==> src/rtl/greedy_knapsack_select_assert.svh <==
// ---------------------------------------------------------------------------
// Assertion macros for the greedy knapsack selector
// ---------------------------------------------------------------------------
`ifndef GREEDY_KNAPSACK_SELECT_ASSERT_SVH
`define GREEDY_KNAPSACK_SELECT_ASSERT_SVH

// Same-cycle implication, clocked on clk, quiet during reset.
`define GKS_ASSERT_NOW(label, ante, cons) \
  label: assert property (@(posedge clk) disable iff (rst) (ante) |-> (cons)) \
    else $error("gks check failed");

// Next-cycle implication, clocked on clk, quiet during reset.
`define GKS_ASSERT_NEXT(label, ante, cons) \
  label: assert property (@(posedge clk) disable iff (rst) (ante) |=> (cons)) \
    else $error("gks check failed");

`endif

==> src/rtl/gks_pkg.sv <==
// ---------------------------------------------------------------------------
// gks_pkg
// Shared types for the greedy knapsack selector.
// ---------------------------------------------------------------------------
package gks_pkg;

  localparam int FIELD_BITS = 16;
  localparam int CAP_BITS   = 22;
  localparam int PSUM_BITS  = 21;

  typedef struct packed {
    logic [FIELD_BITS-1:0] weight;
    logic [FIELD_BITS-1:0] profit;
    logic                  last_item;
  } gks_item_t;

  typedef enum logic [3:0] {
    S_IDLE,
    S_INS_RD,
    S_INS_ST,
    S_INS_MUL,
    S_INS_CMP,
    S_INS_PUT,
    S_WK_RD,
    S_WK_ST,
    S_WK_EVAL,
    S_SUM
  } gks_state_t;

endpackage

==> src/rtl/gks_front.sv <==
// ---------------------------------------------------------------------------
// gks_front
// Accepts items, masks values and holds them in a two-entry queue.
// ---------------------------------------------------------------------------
module gks_front #(
  parameter int VALUE_BITS = 16
) (
  input  logic              clk,
  input  logic              rst,
  input  logic              start,
  input  logic [15:0]       weight,
  input  logic [15:0]       profit,
  input  logic              last_item,
  output logic              busy,
  input  logic              pop,
  output logic              avail,
  output gks_pkg::gks_item_t head
);
  import gks_pkg::*;

  localparam int VB = (VALUE_BITS < FIELD_BITS) ? VALUE_BITS : FIELD_BITS;
  localparam logic [FIELD_BITS-1:0] VMASK = FIELD_BITS'((32'd1 << VB) - 32'd1);

  gks_item_t  q [2];
  logic       wp, rp;
  logic [1:0] cnt;
  logic       push, do_pop;

  assign busy   = (cnt == 2'd2);
  assign avail  = (cnt != 2'd0);
  assign push   = start && !busy;
  assign do_pop = pop && avail;
  assign head   = q[rp];

  always_ff @(posedge clk) begin
    if (push) begin
      q[wp] <= '{weight: weight & VMASK, profit: profit & VMASK, last_item: last_item};
    end
    if (rst) begin
      wp  <= 1'b0;
      rp  <= 1'b0;
      cnt <= 2'd0;
    end else begin
      if (push)   wp <= ~wp;
      if (do_pop) rp <= ~rp;
      cnt <= cnt + 2'(push) - 2'(do_pop);
    end
  end
endmodule

==> src/rtl/gks_back.sv <==
// ---------------------------------------------------------------------------
// gks_back
// Ranks stored items by profit/weight ratio and walks the rank list.
// ---------------------------------------------------------------------------
module gks_back #(
  parameter int MAX_ITEMS  = 32,
  parameter int VALUE_BITS = 16
) (
  input  logic                       clk,
  input  logic                       rst,
  input  logic [gks_pkg::CAP_BITS-1:0] capacity,
  input  logic                       avail,
  input  gks_pkg::gks_item_t         head,
  output logic                       pop,
  output logic                       result_valid,
  output logic                       is_summary,
  output logic [4:0]                 item_index,
  output logic [15:0]                item_weight,
  output logic [15:0]                item_profit,
  output logic [gks_pkg::CAP_BITS-1:0] total_weight,
  output logic [gks_pkg::PSUM_BITS-1:0] total_profit,
  output logic                       overflow,
  output logic                       last
);
  import gks_pkg::*;

  localparam int VB = (VALUE_BITS < FIELD_BITS) ? VALUE_BITS : FIELD_BITS;
  localparam int IW = (MAX_ITEMS > 1) ? $clog2(MAX_ITEMS) : 1;
  localparam int CW = $clog2(MAX_ITEMS + 1);
  localparam logic [CW-1:0] CMAX = CW'(MAX_ITEMS);
  localparam logic [PSUM_BITS-1:0] PMAX = '1;

  // Item and rank memories
  logic [VB-1:0] st_w [MAX_ITEMS];
  logic [VB-1:0] st_p [MAX_ITEMS];
  logic [IW-1:0] rank_mem [MAX_ITEMS];

  gks_state_t state, state_next;

  logic [CW-1:0]  loaded;
  logic [CW-1:0]  pos;
  logic [CW-1:0]  wi;
  logic [VB-1:0]  wn, pn;
  logic           last_q;
  logic           dropped;
  logic [CAP_BITS-1:0]  wsum;
  logic [PSUM_BITS-1:0] psum;
  logic [IW-1:0]  rank_q;
  logic [IW-1:0]  id_q;
  logic [VB-1:0]  sw_q, sp_q;
  logic [2*VB-1:0] prod_a, prod_b;

  logic          rank_we;
  logic [IW-1:0] rank_wa, rank_wd, rank_ra, st_ra;
  logic          st_we;

  logic [VB-1:0] wa, pa, wb, pb;
  logic [CAP_BITS:0]    wtry;
  logic [PSUM_BITS:0]   ptry;
  logic                 fits;
  logic [PSUM_BITS-1:0] psat;
  logic [5:0]           id_ext;

  assign wa = (wn == '0) ? VB'(1) : wn;
  assign pa = (wn == '0) ? '0 : pn;
  assign wb = (sw_q == '0) ? VB'(1) : sw_q;
  assign pb = (sw_q == '0) ? '0 : sp_q;

  assign wtry   = {1'b0, wsum} + (CAP_BITS + 1)'(sw_q);
  assign ptry   = {1'b0, psum} + (PSUM_BITS + 1)'(sp_q);
  assign fits   = (wtry <= {1'b0, capacity});
  assign psat   = ptry[PSUM_BITS] ? PMAX : ptry[PSUM_BITS-1:0];
  assign id_ext = 6'(id_q);

  assign st_we = (state == S_IDLE) && avail && (loaded < CMAX);

  // Next state and memory controls
  always_comb begin
    state_next = state;
    pop        = 1'b0;
    rank_we    = 1'b0;
    rank_wa    = pos[IW-1:0];
    rank_wd    = loaded[IW-1:0];
    rank_ra    = wi[IW-1:0];
    st_ra      = rank_q;
    unique case (state)
      S_IDLE: begin
        if (avail) begin
          pop = 1'b1;
          if (loaded < CMAX) begin
            if (loaded == '0) begin
              rank_we = 1'b1;
              rank_wa = '0;
              rank_wd = '0;
              state_next = head.last_item ? S_WK_RD : S_IDLE;
            end else begin
              state_next = S_INS_RD;
            end
          end else begin
            state_next = head.last_item ? ((loaded == '0) ? S_SUM : S_WK_RD) : S_IDLE;
          end
        end
      end
      S_INS_RD: begin
        rank_ra    = IW'(pos - CW'(1));
        state_next = S_INS_ST;
      end
      // Keep the rank entry above pos on rank_q until the compare moves it.
      S_INS_ST: begin
        rank_ra    = IW'(pos - CW'(1));
        state_next = S_INS_MUL;
      end
      S_INS_MUL: begin
        rank_ra    = IW'(pos - CW'(1));
        state_next = S_INS_CMP;
      end
      S_INS_CMP: begin
        if (prod_a > prod_b) begin
          rank_we    = 1'b1;
          rank_wd    = rank_q;
          state_next = (pos == CW'(1)) ? S_INS_PUT : S_INS_RD;
        end else begin
          state_next = S_INS_PUT;
        end
      end
      S_INS_PUT: begin
        rank_we    = 1'b1;
        rank_wd    = IW'(loaded - CW'(1));
        state_next = last_q ? S_WK_RD : S_IDLE;
      end
      S_WK_RD:   state_next = S_WK_ST;
      S_WK_ST:   state_next = S_WK_EVAL;
      S_WK_EVAL: state_next = (wi + CW'(1) < loaded) ? S_WK_RD : S_SUM;
      S_SUM:     state_next = S_IDLE;
      default:   state_next = S_IDLE;
    endcase
  end

  // Memories with registered reads
  always_ff @(posedge clk) begin
    if (st_we) begin
      st_w[loaded[IW-1:0]] <= head.weight[VB-1:0];
      st_p[loaded[IW-1:0]] <= head.profit[VB-1:0];
    end
    if (rank_we) rank_mem[rank_wa] <= rank_wd;
    rank_q <= rank_mem[rank_ra];
    sw_q   <= st_w[st_ra];
    sp_q   <= st_p[st_ra];
  end

  always_ff @(posedge clk) begin
    if (rst) state <= S_IDLE;
    else     state <= state_next;
  end

  // Datapath registers
  always_ff @(posedge clk) begin
    prod_a <= pa * wb;
    prod_b <= pb * wa;
    if (state == S_WK_ST) id_q <= rank_q;
    if (rst) begin
      loaded       <= '0;
      dropped      <= 1'b0;
      wsum         <= '0;
      psum         <= '0;
      result_valid <= 1'b0;
      last_q       <= 1'b0;
    end else begin
      result_valid <= 1'b0;
      case (state)
        S_IDLE: begin
          wi   <= '0;
          wsum <= '0;
          psum <= '0;
          if (avail) begin
            last_q <= head.last_item;
            if (loaded < CMAX) begin
              wn     <= head.weight[VB-1:0];
              pn     <= head.profit[VB-1:0];
              pos    <= loaded;
              loaded <= loaded + CW'(1);
            end else begin
              dropped <= 1'b1;
            end
          end
        end
        S_INS_CMP: begin
          if (prod_a > prod_b) pos <= pos - CW'(1);
        end
        S_WK_EVAL: begin
          wi <= wi + CW'(1);
          if (fits) begin
            wsum         <= wtry[CAP_BITS-1:0];
            psum         <= psat;
            result_valid <= 1'b1;
            is_summary   <= 1'b0;
            item_index   <= id_ext[4:0];
            item_weight  <= 16'(sw_q);
            item_profit  <= 16'(sp_q);
            total_weight <= wtry[CAP_BITS-1:0];
            total_profit <= psat;
            overflow     <= 1'b0;
            last         <= 1'b0;
          end
        end
        S_SUM: begin
          result_valid <= 1'b1;
          is_summary   <= 1'b1;
          item_index   <= '0;
          item_weight  <= '0;
          item_profit  <= '0;
          total_weight <= wsum;
          total_profit <= psum;
          overflow     <= dropped;
          last         <= 1'b1;
          loaded       <= '0;
          dropped      <= 1'b0;
          wsum         <= '0;
          psum         <= '0;
        end
        default: ;
      endcase
    end
  end
endmodule

==> src/rtl/greedy_knapsack_select.sv <==
// ---------------------------------------------------------------------------
// greedy_knapsack_select
// Greedy 0/1 knapsack selection by profit-to-weight ratio.
// ---------------------------------------------------------------------------
// Usage:
//   Set capacity through cfg_we/cfg_wdata while the block is idle.
//   Present an item (weight, profit, last_item) with start; the transfer
//   happens on an edge where start is high and busy is low. A two-entry
//   queue parts intake from the ranking engine, so items are taken while
//   the engine works until the queue fills.
//   The engine inserts item k into the rank list with one compare per
//   entry it checks; each compare steps through the read, settle, multiply
//   and compare states, due to the registered reads of the rank and item
//   memories and the registered cross-multiply.
//   On the item flagged last_item the rank list is walked, each stored
//   item through the read, settle and evaluate states; each item that
//   fits gives one record on result_valid, followed by a summary record
//   (is_summary=1, last=1). Records last one cycle and cannot be stalled.
//   Reset clears the count, sums, drop flag, queue and capacity; the item
//   and rank memories need no clearing.
// ---------------------------------------------------------------------------
module greedy_knapsack_select #(
  parameter int MAX_ITEMS  = 32,
  parameter int VALUE_BITS = 16
) (
  input  logic        clk,
  input  logic        rst,
  input  logic        cfg_we,
  input  logic [21:0] cfg_wdata,
  input  logic        start,
  output logic        busy,
  input  logic [15:0] weight,
  input  logic [15:0] profit,
  input  logic        last_item,
  output logic        result_valid,
  output logic        is_summary,
  output logic [4:0]  item_index,
  output logic [15:0] item_weight,
  output logic [15:0] item_profit,
  output logic [21:0] total_weight,
  output logic [20:0] total_profit,
  output logic        overflow,
  output logic        last
);
  import gks_pkg::*;

  logic [CAP_BITS-1:0] capacity;
  logic                avail, pop;
  gks_item_t           head;

  // Hold the capacity register; the user must write it only between runs, the block does not enforce this.
  always_ff @(posedge clk) begin
    if (rst)         capacity <= '0;
    else if (cfg_we) capacity <= cfg_wdata;
  end

  gks_front #(.VALUE_BITS(VALUE_BITS)) u_front (
    .clk(clk), .rst(rst), .start(start), .weight(weight), .profit(profit),
    .last_item(last_item), .busy(busy), .pop(pop), .avail(avail), .head(head)
  );

  gks_back #(.MAX_ITEMS(MAX_ITEMS), .VALUE_BITS(VALUE_BITS)) u_back (
    .clk(clk), .rst(rst), .capacity(capacity), .avail(avail), .head(head),
    .pop(pop), .result_valid(result_valid), .is_summary(is_summary),
    .item_index(item_index), .item_weight(item_weight),
    .item_profit(item_profit), .total_weight(total_weight),
    .total_profit(total_profit), .overflow(overflow), .last(last)
  );

`include "greedy_knapsack_select_assert.svh"

  // Item records never carry the overflow or last marks.
  `GKS_ASSERT_NOW(a_item_marks, result_valid && !is_summary, !overflow && !last)
  // Selected weight never exceeds the capacity.
  `GKS_ASSERT_NOW(a_cap, result_valid, total_weight <= capacity)
  // A summary ends the run: no record follows directly.
  `GKS_ASSERT_NEXT(a_sum_gap, result_valid && is_summary, !result_valid)

endmodule

==> config.mk <==
export PLATFORM = sky130hd
export DESIGN_NAME = greedy_knapsack_select
export DESIGN_NICKNAME = d
export VERILOG_FILES = /design/src/rtl/gks_pkg.sv /design/src/rtl/gks_front.sv /design/src/rtl/gks_back.sv /design/src/rtl/greedy_knapsack_select.sv
export VERILOG_INCLUDE_DIRS = /design/src /design/src/rtl
export SDC_FILE = /design/constraint.sdc
export NUM_CORES = 2
export LEC_CHECK = 0
export ABC_CLOCK_PERIOD_IN_PS = 10550
export BUFFER_PORTS_ARGS = -buffer_cell sky130_fd_sc_hd__buf_2
export CORE_MARGIN = 5
export CORE_UTILIZATION = 55
export CTS_CLUSTER_SIZE = 14
export DETAILED_ROUTE_END_ITERATION = 10
export GPL_ROUTABILITY_DRIVEN = 1
export PLACE_DENSITY = 0.71
export SLEW_MARGIN = 20
export SYNTH_ARGS = -nofsm -noshare
export SYNTH_HDL_FRONTEND = slang
export SYNTH_SLANG_ARGS = --single-unit
==> constraint.sdc <==
create_clock -name clk -period 10.55 [get_ports clk]
set_input_delay 0 -clock clk [delete_from_list [all_inputs] [get_ports clk]]
set_output_delay 0 -clock clk [all_outputs]
set_load 0.05 [all_outputs]
==> flow_summary.json <==
{
  "yosys_warnings": 0,
  "gp_congestion": 0.913,
  "fp.dieH_um": 387,
  "first_pass_iters": 6,
  "synth_ff_type": "edfxtp_1",
  "hold_violations": 0,
  "totalWireLength_um": 198000,
  "die_w_um": 387,
  "worstPathRequired_ns": 11.21,
  "setup_tns_ns": 0,
  "num_vias": 45437,
  "crit_chain": "nor4_1, nand4_1, buf_4, and2_1, nand2_1, fa_1, inv_1, fa_1, fa_1, fa_1, fa_1, inv_1, fa_1, inv_1, ha_1, a211o_1, a211oi_2, o31ai_1, a221oi_2, a211oi_1, a311o_1, a21oi_1, xnor2_1",
  "dr_wl_met2_um": 97000,
  "synth.top_cell.area_share": 0.530,
  "final_util": 0.621,
  "rows": 138,
  "ys_top_cells_by_area": "edfxtp_1 53%, mux4_2 10%, fa_1 10%, ha_1 4.9%, dfxtp_1 4.7%",
  "timing.final.crit_share": 0.827,
  "coreArea_um2": 141000,
  "postSynthCellCount": 5146,
  "final_layout_size_suffix_gt1_frac": 0.171,
  "max_slew_margin": 0.245,
  "yosysTopAreaCell": "edfxtp_1",
  "synth_edf_count": 1381,
  "gr-total-overflow": 0,
  "synth_area_um2": 78300,
  "cts_root_buf": "clkbuf_16",
  "cp.arrival_ns": 9.39,
  "synth_compound_area_frac": 0.0347,
  "async_flop_share": 0,
  "viasPerCell": 6.09,
  "grt_pass1_wl_um": 296000,
  "fmax_mhz": 115,
  "postCtsSetupBuffers": 0,
  "drc": 0,
  "dr_wl_met3_um": 17000,
  "synth-adder-area-share": 0.149,
  "slowest_stage": "dfxtp_1",
  "hpwl_um": 122000,
  "io_pins": 144,
  "start_util": 0.553,
  "grt_pass1_vias": 46711,
  "nets": 6188,
  "syn_to_final_growth_pct": 12.3,
  "crit_path_frequent_cell": "fa_1",
  "final_common_cell": "edfxtp_1",
  "critPathTopFamily": "adder cells",
  "final_area_um2": 87900,
  "setup_viol": 0,
  "seq_area_frac_synth": 0.577,
  "avgSynthCellArea_um2": 15.2,
  "grt_antenna_before_repair": 11,
  "top_layer": "met5",
  "critPathCaptureType": "flip-flop",
  "grt_use_total": 0.265,
  "cts_tree": "built",
  "crit_type": "reg -> reg",
  "cp_max_fo": 130,
  "cts_inserted_buffers": 156,
  "htreeDepth": 4,
  "routedWlPerCell_um": 26.5,
  "rsz0062_at_grt": "false",
  "most-common-layout-cells": "1,381 x edfxtp_1, 559 x inv_1, 390 x fa_1",
  "yosys.area_share.xor_xnor": 0.0116,
  "slew_violations": 0,
  "max_cap_violations": 0,
  "synth_top_family_by_area": "adder cells",
  "synth.mux.area_fraction": 0.122,
  "grt_max_degree": 131,
  "tightest_slew_ns": 1.13,
  "hold_class": "in -> reg",
  "dpl_cell_area_um2": 81400,
  "clockBufferDepth": 3,
  "finalCriticalPeriod_ns": 8.73,
  "port_buffers": 143,
  "wirelength_met1_um": 74900,
  "syn_nets": 5903,
  "ys_types": 77,
  "critPathLaunchType": "flip-flop",
  "cpPeakStageDelay_ns": 1.05,
  "die_area_um2": 150000,
  "clk_latency_ns": 0.80,
  "cp_num_buf_inv": 4,
  "cts_num_sinks": 1565,
  "drt_iter0_markers": 4793,
  "clk_pin_slew_ns": 0.06,
  "ys_seq_elements": 1565,
  "postRouteAntennaNets": 0,
  "yosys.area_share.simple": 0.0668,
  "skew_ns": 0.0658,
  "outcome": "finished clean"
}
-- cell usage after synthesis, drive strengths merged, types with 19 or more instances --
| library cell | n |
|---|---|
| nand2 | 379 |
| xor2 | 32 |
| and2 | 91 |
| a21o | 36 |
| edfxtp | 1381 |
| xnor2 | 72 |
| clkbuf | 189 |
| buf | 52 |
| nor3 | 30 |
| ha | 308 |
| inv | 560 |
| nand3 | 46 |
| dfxtp | 184 |
| mux2i | 58 |
| a22o | 19 |
| o21ai | 80 |
| mux2 | 75 |
| mux4 | 360 |
| a211oi | 20 |
| nor2 | 213 |
| a21oi | 105 |
| and3 | 226 |
| fa | 390 |
-- path summary, 6_finish.rpt --
path | startpoint | end | slack [ns] | cells after the start
hold / removal | weight[7] | u_front.q[1][24] | 0.08 | 2
setup reg to reg | u_back.sw_q[1] | u_back.prod_b[30] | 1.82 | 23
hold reg to reg | u_back.dropped | u_back.dropped | 0.48 | 2
setup / recovery | u_back.sw_q[1] | u_back.prod_b[30] | 1.82 | 23
-- routing by layer --
layer,track usage,vias to the layer above
met3,0.0472,422
li1,-,19352
met4,0.104,4
met2,0.438,2263
met1,0.353,23396
met5,0,-
-- area by class of cell --
cell class | count | area, um^2
Tap cell | 1890 | 2360
Timing Repair Buffer | 368 | 2820
Multi-Input combinational cell | 2778 | 30400
Inverter | 562 | 2110
Fill cell | 10009 | 53600
Antenna cell | 11 | 27.5
Clock inverter | 95 | 920
Sequential cell | 1565 | 45200
Clock buffer | 189 | 4070
-- cell families after synthesis --
kind of cell,after synthesis
mux,493
flops,1565
compound gates,402
fa+ha+maj,698
simple gates,1081
buf+inv,803
xor+xnor,104
-- metrics by stage --
| stage | setup slack [ns] | hold slack [ns] | std cells |
|---|---|---|---|
| detailed placement | 1.79 | 0.191 | 7017 |
| global placement | 1.99 | 0.187 | 7016 |
| global route | 1.37 | 0.0664 | 7448 |
| finish | 1.82 | 0.0819 | 7458 |
| CTS | 1.72 | 0.00968 | 7446 |
| floorplan | 2.62 | 0.0989 | 5146 |
-- state kept, by name, indices dropped and copies added (netlist names), 22 cells and up, named ones only --
register             count
u_back.prod_a           32
u_back.prod_b           32
u_back.st_p            512
u_front.q               66
u_back.st_w            512
u_back.total_weight     22
u_back.wsum             22
capacity                22
u_back.rank_mem        160
-- what timing repair did --
action                                  4_1_cts  5_1_grt
gates resized for setup                       0        0
hold endpoints to repair                     94        0
endpoints found under the setup margin        0        0
hold buffers                                145        0
Power is left out: the tool's default activity adds up to more than one toggle a clock period on the data nets, which glitch-free logic cannot reach.
